## config.mk

```make
export PLATFORM = sky130hd
export DESIGN_NAME = mips_ex_ctrl
export DESIGN_NICKNAME = d
export VERILOG_FILES = /design/src/mips_ex_pkg.sv /design/src/mips_ex_ctrl.sv
export SDC_FILE = /design/constraint.sdc
export NUM_CORES = 1
export LEC_CHECK = 0
export BUFFER_PORTS_ARGS = -buffer_cell sky130_fd_sc_hd__buf_2
export CELL_PAD_IN_SITES_DETAIL_PLACEMENT = 1
export CELL_PAD_IN_SITES_GLOBAL_PLACEMENT = 2
export CORE_AREA = 2 2 39 41
export CTS_BUF_LIST = sky130_fd_sc_hd__clkbuf_4 sky130_fd_sc_hd__clkbuf_8
export DETAILED_ROUTE_END_ITERATION = 12
export DIE_AREA = 0 0 41 43
export PLACE_DENSITY_LB_ADDON = 0.1
export SYNTH_ARGS = -nofsm -noshare
export SYNTH_HDL_FRONTEND = slang
export SYNTH_SLANG_ARGS = --single-unit
```

## constraint.sdc

```tcl
create_clock -name i_clk -period 1.1 [get_ports i_clk]
set_input_delay 0.11 -clock i_clk [delete_from_list [all_inputs] [get_ports i_clk]]
set_output_delay 0.11 -clock i_clk [all_outputs]
set_load 0.01 [all_outputs]
```

## src/mips_ex_pkg.sv

```systemverilog
// ----------------------------------------------------------------------------
// mips_ex_pkg
// shared types, constants and helpers of the mips subset executor
// ----------------------------------------------------------------------------
package mips_ex_pkg;

    localparam int unsigned DATA_WORDS = 65536;
    localparam int unsigned DATA_AW    = $clog2(DATA_WORDS);

    localparam logic [31:0] TEXT_BASE    = 32'h0040_0000;
    localparam logic [31:0] DATA_BASE    = 32'h1000_0000;
    localparam logic [31:0] GP_INIT      = 32'h1000_8000;
    localparam logic [31:0] SP_INIT      = DATA_BASE + 32'(DATA_WORDS * 4);
    localparam logic [31:0] PC_MSB_MASK  = 32'hf000_0000;
    localparam logic [24:0] PWORDS_RESET = 25'd0;

    // configuration register indexes
    localparam logic CFG_START_PC   = 1'b0;
    localparam logic CFG_PROG_WORDS = 1'b1;

    // opcodes
    localparam logic [5:0] OP_SPECIAL = 6'h00;
    localparam logic [5:0] OP_J       = 6'h02;
    localparam logic [5:0] OP_JAL     = 6'h03;
    localparam logic [5:0] OP_BEQ     = 6'h04;
    localparam logic [5:0] OP_BNE     = 6'h05;
    localparam logic [5:0] OP_ADDIU   = 6'h09;
    localparam logic [5:0] OP_ANDI    = 6'h0c;
    localparam logic [5:0] OP_LUI     = 6'h0f;
    localparam logic [5:0] OP_TRAP    = 6'h1a;
    localparam logic [5:0] OP_LW      = 6'h23;
    localparam logic [5:0] OP_SW      = 6'h2b;

    // function codes
    localparam logic [5:0] FN_SLL  = 6'h00;
    localparam logic [5:0] FN_SRA  = 6'h03;
    localparam logic [5:0] FN_JR   = 6'h08;
    localparam logic [5:0] FN_MFHI = 6'h10;
    localparam logic [5:0] FN_MFLO = 6'h12;
    localparam logic [5:0] FN_MULT = 6'h18;
    localparam logic [5:0] FN_DIV  = 6'h1a;
    localparam logic [5:0] FN_ADDU = 6'h21;
    localparam logic [5:0] FN_SUBU = 6'h23;
    localparam logic [5:0] FN_SLT  = 6'h2a;

    // trap services
    localparam logic [3:0] SVC_NEWLINE = 4'h0;
    localparam logic [3:0] SVC_PRINT   = 4'h1;
    localparam logic [3:0] SVC_READ    = 4'h5;
    localparam logic [3:0] SVC_EXIT    = 4'ha;

    // print kinds
    localparam logic [1:0] KIND_NONE    = 2'd0;
    localparam logic [1:0] KIND_NEWLINE = 2'd1;
    localparam logic [1:0] KIND_PRINT   = 2'd2;
    localparam logic [1:0] KIND_READ    = 2'd3;

    // status codes
    localparam logic [2:0] ST_RUN       = 3'd0;
    localparam logic [2:0] ST_EXIT      = 3'd1;
    localparam logic [2:0] ST_DIVZERO   = 3'd2;
    localparam logic [2:0] ST_BAD_INSTR = 3'd3;
    localparam logic [2:0] ST_BAD_TRAP  = 3'd4;
    localparam logic [2:0] ST_UNALIGNED = 3'd5;
    localparam logic [2:0] ST_DATA_RNG  = 3'd6;
    localparam logic [2:0] ST_FETCH_RNG = 3'd7;

    localparam logic [4:0] REG_GP = 5'd28;
    localparam logic [4:0] REG_SP = 5'd29;
    localparam logic [4:0] REG_RA = 5'd31;

    typedef enum logic [2:0] {
        S_CLEAR,
        S_IDLE,
        S_EXEC,
        S_DIV,
        S_LOAD,
        S_PUSH
    } t_state;

    typedef struct packed {
        logic clr_en;
        logic accept;
        logic exec;
        logic div_step;
        logic load_wb;
        logic push;
    } t_dp_cmd;

    typedef struct packed {
        logic clr_done;
        logic op_div;
        logic op_load;
        logic div_done;
        logic out_free;
    } t_dp_stat;

    // register value after reset
    function automatic logic [31:0] rf_init(input logic [4:0] idx);
        logic [31:0] v;
        v = 32'd0;
        if (idx == REG_GP) v = GP_INIT;
        if (idx == REG_SP) v = SP_INIT;
        return v;
    endfunction

endpackage

```

## src/mips_ex_ctrl.sv

```systemverilog
// ----------------------------------------------------------------------------
// mips_ex_ctrl
// sequencer: memory clear, accept, execute, divide and load waits, push
// ----------------------------------------------------------------------------
module mips_ex_ctrl (
    input  logic                  i_clk,
    input  logic                  i_rst_n,
    input  logic                  i_in_valid,
    output logic                  o_in_ready,
    input  mips_ex_pkg::t_dp_stat i_stat,
    output mips_ex_pkg::t_dp_cmd  o_cmd
);

    mips_ex_pkg::t_state r_state, n_state;

    always_ff @(posedge i_clk) begin
        if (!i_rst_n) begin
            r_state <= mips_ex_pkg::S_CLEAR;
        end else begin
            r_state <= n_state;
        end
    end

    always_comb begin
        n_state = r_state;
        case (r_state)
            mips_ex_pkg::S_CLEAR: begin
                if (i_stat.clr_done) n_state = mips_ex_pkg::S_IDLE;
            end
            mips_ex_pkg::S_IDLE: begin
                if (i_in_valid) n_state = mips_ex_pkg::S_EXEC;
            end
            mips_ex_pkg::S_EXEC: begin
                if (i_stat.op_div) n_state = mips_ex_pkg::S_DIV;
                else if (i_stat.op_load) n_state = mips_ex_pkg::S_LOAD;
                else n_state = mips_ex_pkg::S_PUSH;
            end
            mips_ex_pkg::S_DIV: begin
                if (i_stat.div_done) n_state = mips_ex_pkg::S_PUSH;
            end
            mips_ex_pkg::S_LOAD: begin
                n_state = mips_ex_pkg::S_PUSH;
            end
            mips_ex_pkg::S_PUSH: begin
                if (i_stat.out_free) n_state = mips_ex_pkg::S_IDLE;
            end
            default: n_state = mips_ex_pkg::S_IDLE;
        endcase
    end

    always_comb begin
        o_cmd      = '0;
        o_in_ready = 1'b0;
        case (r_state)
            mips_ex_pkg::S_CLEAR: o_cmd.clr_en = 1'b1;
            mips_ex_pkg::S_IDLE: begin
                o_in_ready   = 1'b1;
                o_cmd.accept = i_in_valid;
            end
            mips_ex_pkg::S_EXEC: o_cmd.exec     = 1'b1;
            mips_ex_pkg::S_DIV:  o_cmd.div_step = 1'b1;
            mips_ex_pkg::S_LOAD: o_cmd.load_wb  = 1'b1;
            mips_ex_pkg::S_PUSH: o_cmd.push     = i_stat.out_free;
            default: o_cmd = '0;
        endcase
    end

endmodule

```

==> results of run 1 <==
==> path summary, 6_finish.rpt <==
kind,cells after the start,slack [ns],to,start
setup / recovery,3,-0.09,o_cmd[3],r_state[1]
hold / removal,2,0.14,r_state[2],i_rst_n
setup reg to reg,4,-0.06,r_state[2],r_state[2]
hold reg to reg,2,0.59,r_state[1],r_state[2]
==> layout make-up <==
type	instances	area share (%)
repair buffers	21	31.8
multi-input cells	24	37.8
flip-flops and latches	3	16.5
well taps	16	4.80
clock buffers	4	7.21
inverters	2	1.80
==> stage by stage <==
step	TNS [ns]	power (mW)	worst slack [ns]
6_report	-0.423	0.478	-0.0864
2_1_floorplan	0	0.182	0.0265
3_5_place_dp	0	0.238	0.0267
5_1_grt	-0.871	0.524	-0.152
3_3_place_gp	0	0.236	0.0309
4_1_cts	-0.553	0.470	-0.0978
==> synthesized netlist by cell type <==
cell type,count
nand2_1,3
clkbuf_1,1
a311o_1,1
o31a_1,1
nor4b_1,1
nor3b_1,1
nand2b_1,2
dfxtp_1,3
a21boi_1,1
o211a_1,1
and2_0,1
nor3_1,1
a21boi_0,1
a21oi_1,2
inv_1,2
buf_2,1
and3b_1,1
or2b_1,1
nor2_1,6
==> metal layers <==
metal / global-route usage (%) / vias up / routed length, um / part of all wire, %
met5: 0 / - / 0 / 0
met4: 8.00 / 0 / 0 / 0
met3: 1.57 / 0 / 74 / 8.9
met2: 12.2 / 13 / 388 / 47
met1: 15.0 / 128 / 367 / 44
li1: - / 153 / - / -
==> where the power goes <==
part           internal [mW]  switching [mW]
registers              0.116         0.00937
logic                 0.0729          0.0610
clock network          0.161          0.0586
total                  0.349           0.129
==> cells by family (layout without fill, tap and decap cells) <==
kind of cell / count (synthesis) / in the layout / synth area share [%]
AND/OR/NAND/NOR: 17 / 17 / 40.9
AO/OA/AOI/OAI: 7 / 7 / 24.4
buffers and inverters: 4 / 27 / 7.38
flip-flops: 3 / 3 / 27.3
==> repair_timing <==
action	in CTS	in global routing
resized for setup	4	6
setup buffers	1	2
pin swaps	1	1
endpoints found under the hold margin	0	0
endpoints found under the setup margin	7	8
==> critical path: stages, from the launching register on <==
cell and delay [ns]:
dfxtp_4 0.37, buf_4 0.12, nor3b_1 0.19, buf_2 0.17
==> reports/qor.txt, run 1 <==
Num rows: 14
CTS tree: done
Clock transition at the registers of the reported paths: 0.04 ns
Hold Violations, Final: 0
Total GRT Usage: 10.1%
Final WL: 830 um
Status: complete, but fails checks
Max cap viols: 0
# setup viols final: 6
Vias in the first global route: 277
Post-DRT Antenna Nets: 0
VDD IR max: 0.466 mV
Max Buffers Root-to-Sink: 2
Worst hold margin: 0.141 ns
Share of cells above drive strength 1: 59.3%
Seq cells post-synth: 3
DIE WIDTH: 41 um
H-tree Lvls: 1
Largest reg by FF count: r_state
Final non-filler cell area: 417 um2
Required @ worst endpoint: 0.99 ns
GPL Wtd Cong: 0.713
Sequential share of the synthesized area: 27.3%
Number of CTS-inserted buffers: 3
Clk sinks: 3
Drt first pass iters: 4
Worst-Skew Late Latency: 0.23 ns
First-pass GRT wire length: 1.17 mm
Worst hold path class: in -> reg
Tcrit/Tclk final: 108%
Nets: 63
Post-Syn Area: 220 um2
Syn Nets: 39
CP Class: reg -> out
Most frequent cells in the layout: 13 x buf_2, 6 x buf_4, 5 x nor2_1
Wire length per cell after detailed routing: 11.9 um
Worst Setup End Kind: output port
Clock Skews: 0.000450 ns
DP Area: 334 um2
DR vias/cell: 4.20
CP startpoint kind: register
Core area: 1380 um2
Top Registers: r_state: 3 flops
Largest net degree at the start of global routing: 9
Synth top area share: 27.3%
Biggest area consumer among synthesized cells: dfxtp_1
Relative slew slack: 82.2%
PwrDens: 1150 nW/um2
Fillers: 178
Die Ht: 43 um
Area Overhead vs Synth: 89.2%
Core Util, Final: 30.1%
FMAX: 843 MHz
Initial antenna violation count: 0
Mean Syn Cell Area: 7.10 um2
Final WS setup: -0.0864 ns
Post-Layout Cell Count: 70
Die area: 1760 um2
Pleak: 0.218 nW
DRC viols: 0
Via count: 294
Initial Util: 15.9%
Post-route minimum period: 1.19 ns
Critical path arrival: 1.08 ns
Least-Margin Pin Slew: 0.264 ns
Crit-path max FO: 8
Synth cell types: 19
DP Cell Count: 63
Post-DP HPWL: 569 um
Reg area: 68.8 um2
Max Slew Vio Count: 0
PortBufs: 14
Max reg flops: 3
Synth Warn #: 0
Multi-input gate area: 158 um2
Synth top area cells: dfxtp_1 27%, nor2_1 10%, nand2b_1 5.7%, nand2_1 5.1%, a21oi_1 4.5%
Commonest non-fill, non-tap cell in the layout: buf_2
Unrepaired setup endpoints after global routing: yes
Hold Buf Count CTS: 0
Iteration-0 DRC count of the detailed router: 6
N_diodes: 0
Mapped Cells: 31
Grt total ovfl: 0
Failing checks: setup timing
Clock Tree Root: clkbuf_4
I/O pins: 15
Note: power is estimated with default switching activity, not from simulation.
==> run 2, diff against run 1 <==
--- a/config.mk
+++ b/config.mk
@@ -5,14 +5,14 @@
 export SDC_FILE = /design/constraint.sdc
 export NUM_CORES = 1
 export LEC_CHECK = 0
+export ABC_AREA = 1
 export BUFFER_PORTS_ARGS = -buffer_cell sky130_fd_sc_hd__buf_2
 export CELL_PAD_IN_SITES_DETAIL_PLACEMENT = 1
 export CELL_PAD_IN_SITES_GLOBAL_PLACEMENT = 2
-export CORE_AREA = 2 2 39 41
+export CORE_UTILIZATION = 20
 export CTS_BUF_LIST = sky130_fd_sc_hd__clkbuf_4 sky130_fd_sc_hd__clkbuf_8
 export DETAILED_ROUTE_END_ITERATION = 12
-export DIE_AREA = 0 0 41 43
-export PLACE_DENSITY_LB_ADDON = 0.1
+export PLACE_DENSITY = 0.76
 export SYNTH_ARGS = -nofsm -noshare
 export SYNTH_HDL_FRONTEND = slang
 export SYNTH_SLANG_ARGS = --single-unit
==> reports/qor.txt, run 2 <==
FMAX: 848 MHz
R2R Path End: r_state[1]
Crit-path max FO: 7
Compound-gate portion of the synthesized area: 6.18%
Status: complete, but fails checks
Pleak: 0.308 nW
Final WS setup: -0.0789 ns
Synth Warn #: 0
Post-route minimum period: 1.18 ns
Mapped Cells: 51
Required @ worst endpoint: 0.99 ns
Post-DRT Antenna Nets: 0
Most instantiated library cell after synthesis: inv_1
Syn Nets: 59
Worst hold path class: in -> reg
Via count: 406
Simple-Gate Fraction of Synth Area: 55.6%
Max Slew Vio Count: 0
CTS tree: done
PwrDens: 2920 nW/um2
Core area: 1510 um2
Synth top area share: 18.5%
Initial Util: 21.5%
VDD IR max: 0.768 mV
GPL Wtd Cong: 0.693
Max cap viols: 0
H-tree Lvls: 1
DRC viols: 0
CP startpoint kind: register
Num rows: 14
Worst hold path depth: 3
Largest reg by FF count: r_state
Hold Buf Count CTS: 0
Failing checks: setup timing
Max reg flops: 3
Critical path arrival: 1.07 ns
Die area: 1790 um2
Unrepaired setup endpoints after global routing: yes
N_diodes: 0
Post-Syn Area: 324 um2
Worst Hold Endpoint: r_state[0]
Worst Setup End Kind: output port
CP Class: reg -> out
Grt total ovfl: 0
Synth cell types: 18
Predominant post-synthesis flop cell: dfxtp_1
Reg2reg setup slack: -0.06 ns
Share of cells above drive strength 1: 68.4%
Hold Violations, Final: 0
Wire length per cell after detailed routing: 11.5 um
Mux cell area share after synthesis: 0%
Top Registers: r_state: 3 flops
Iteration-0 DRC count of the detailed router: 0
# setup viols final: 8
Total GRT Usage: 13.3%
Largest net degree at the start of global routing: 8
Clock transition at the registers of the reported paths: 0.03 ns
Fraction of registers with async set/reset: 0%
Adder-Cell Fraction of Synth Area: 0%
Synth top area cells: dfxtp_1 19%, inv_1 10%, nor2_4 10%, nand2_1 9.3%, nor2_1 8.1%
RR Startpoint: r_state[1]
DR vias/cell: 4.41
Synth Area in XOR/XNOR: 0%
I/O pins: 15
Sequential share of the synthesized area: 18.5%
Commonest non-fill, non-tap cell in the layout: buf_2
Die Ht: 42.3 um
Initial antenna violation count: 0
First-pass GRT wire length: 1.72 mm
Synth top cells by count: 9 x inv_1, 8 x nand2_1, 7 x nor2_1, 4 x nand2_2
Most frequent cells in the layout: 11 x buf_2, 9 x buf_6, 7 x inv_1
Max Buffers Root-to-Sink: 2
Number of CTS-inserted buffers: 3
Least-Margin Pin Slew: 0.216 ns
R2R cell count: 8
Relative slew slack: 85.4%
Area Overhead vs Synth: 81.1%
Worst-Skew Late Latency: 0.23 ns
Post-DP HPWL: 663 um
Fillers: 209
Final WL: 1.06 mm
Clock Skews: 0.000716 ns
Nets: 85
Final Power: 1.71 mW
Clk sinks: 3
Largest family of logic cells by synthesized area: simple AND/OR/NAND/NOR gates
Tcrit/Tclk final: 107%
Drt first pass iters: 1
Mean Syn Cell Area: 6.35 um2
Worst hold start: i_rst_n
Core Util, Final: 39.0%
DIE WIDTH: 42.3 um
Biggest area consumer among synthesized cells: dfxtp_1
PortBufs: 14
Post-synth EDFFs: 0
Clock Tree Root: clkbuf_4
Vias in the first global route: 426
Seq cells post-synth: 3
[run 2: changes by cell type in the layout (fill, tap and decap cells not counted), moves of 2 or more]
cell,previous run,this run
inv_1,2,7
inv_2,0,2
nand2_1,2,6
buf_4,6,3
buf_2,13,11
nor2_2,1,3
nor2_4,0,4
o21ai_1,0,2
buf_6,2,9
inv_4,0,2
nand2_2,1,6
[run 2: worst max path at each step]
stage	from	end	slack [ns]	cells after the start
after global routing	r_state[1]	o_cmd[4]	-0.16	5
after floorplan	r_state[1]	r_state[2]	0.04	8
final	r_state[1]	o_cmd[4]	-0.08	5
after global placement	r_state[2]	r_state[2]	-0.13	7
after detailed placement	r_state[2]	r_state[1]	-0.13	7
after CTS	r_state[1]	o_cmd[4]	-0.09	5
[run 2: cell type report]
class	count	area, um2	share of cell area, %
multi-input cells	35	240	40.9
repair buffers	23	179	30.5
flip-flops and latches	3	71.3	12.2
inverters	11	46.3	7.89
clock buffers	4	30.0	5.12
well taps	16	20.0	3.41
[run 2: report_power, final]
group / leakage (nW) / total (mW) / switching, mW / internal [mW]
Combinational: 0.262 / 1.17 / 0.597 / 0.577
Sequential: 0.0267 / 0.323 / 0.134 / 0.189
Clock: 0.0184 / 0.216 / 0.0555 / 0.160
[run 2: per-layer routing]
metal | global-route usage, % | share of wire, % | vias up
met2 | 22.5 | 53 | 16
met3 | 2.59 | 4.9 | 4
li1 | - | - | 205
met5 | 0 | 0 | -
met1 | 13.7 | 38 | 181
met4 | 11.9 | 3.4 | 0
[run 2: critical path, cell delays in order (launching register included)]
cell and delay, ns:
dfxtp_4 0.38, buf_6 0.13, nor2_4 0.08, nand2_2 0.06
nor2_1 0.07, buf_2 0.13
[run 2: kinds of logic after synthesis]
group / after synthesis
AOI/OAI and AO/OA: 4
and+or+nand+nor: 31
DFF: 3
buffers and inverters: 13
[run 2: through the flow]
stage	hold WS (ns)	setup WS, ns	instance area [um2]	cells	setup TNS, ns
2_1_floorplan	0.234	0.0391	324	51	0
3_3_place_gp	0.375	-0.127	437	85	-0.421
3_5_place_dp	0.377	-0.127	437	85	-0.430
4_1_cts	0.121	-0.0857	561	92	-0.417
5_1_grt	0.140	-0.158	587	92	-0.955
6_report	0.124	-0.0789	587	92	-0.389
[run 2: what timing repair did]
item	CTS	global route
buffers inserted	5	0
endpoints found under the setup margin	10	10
resized for setup	21	8
pin swaps	7	1
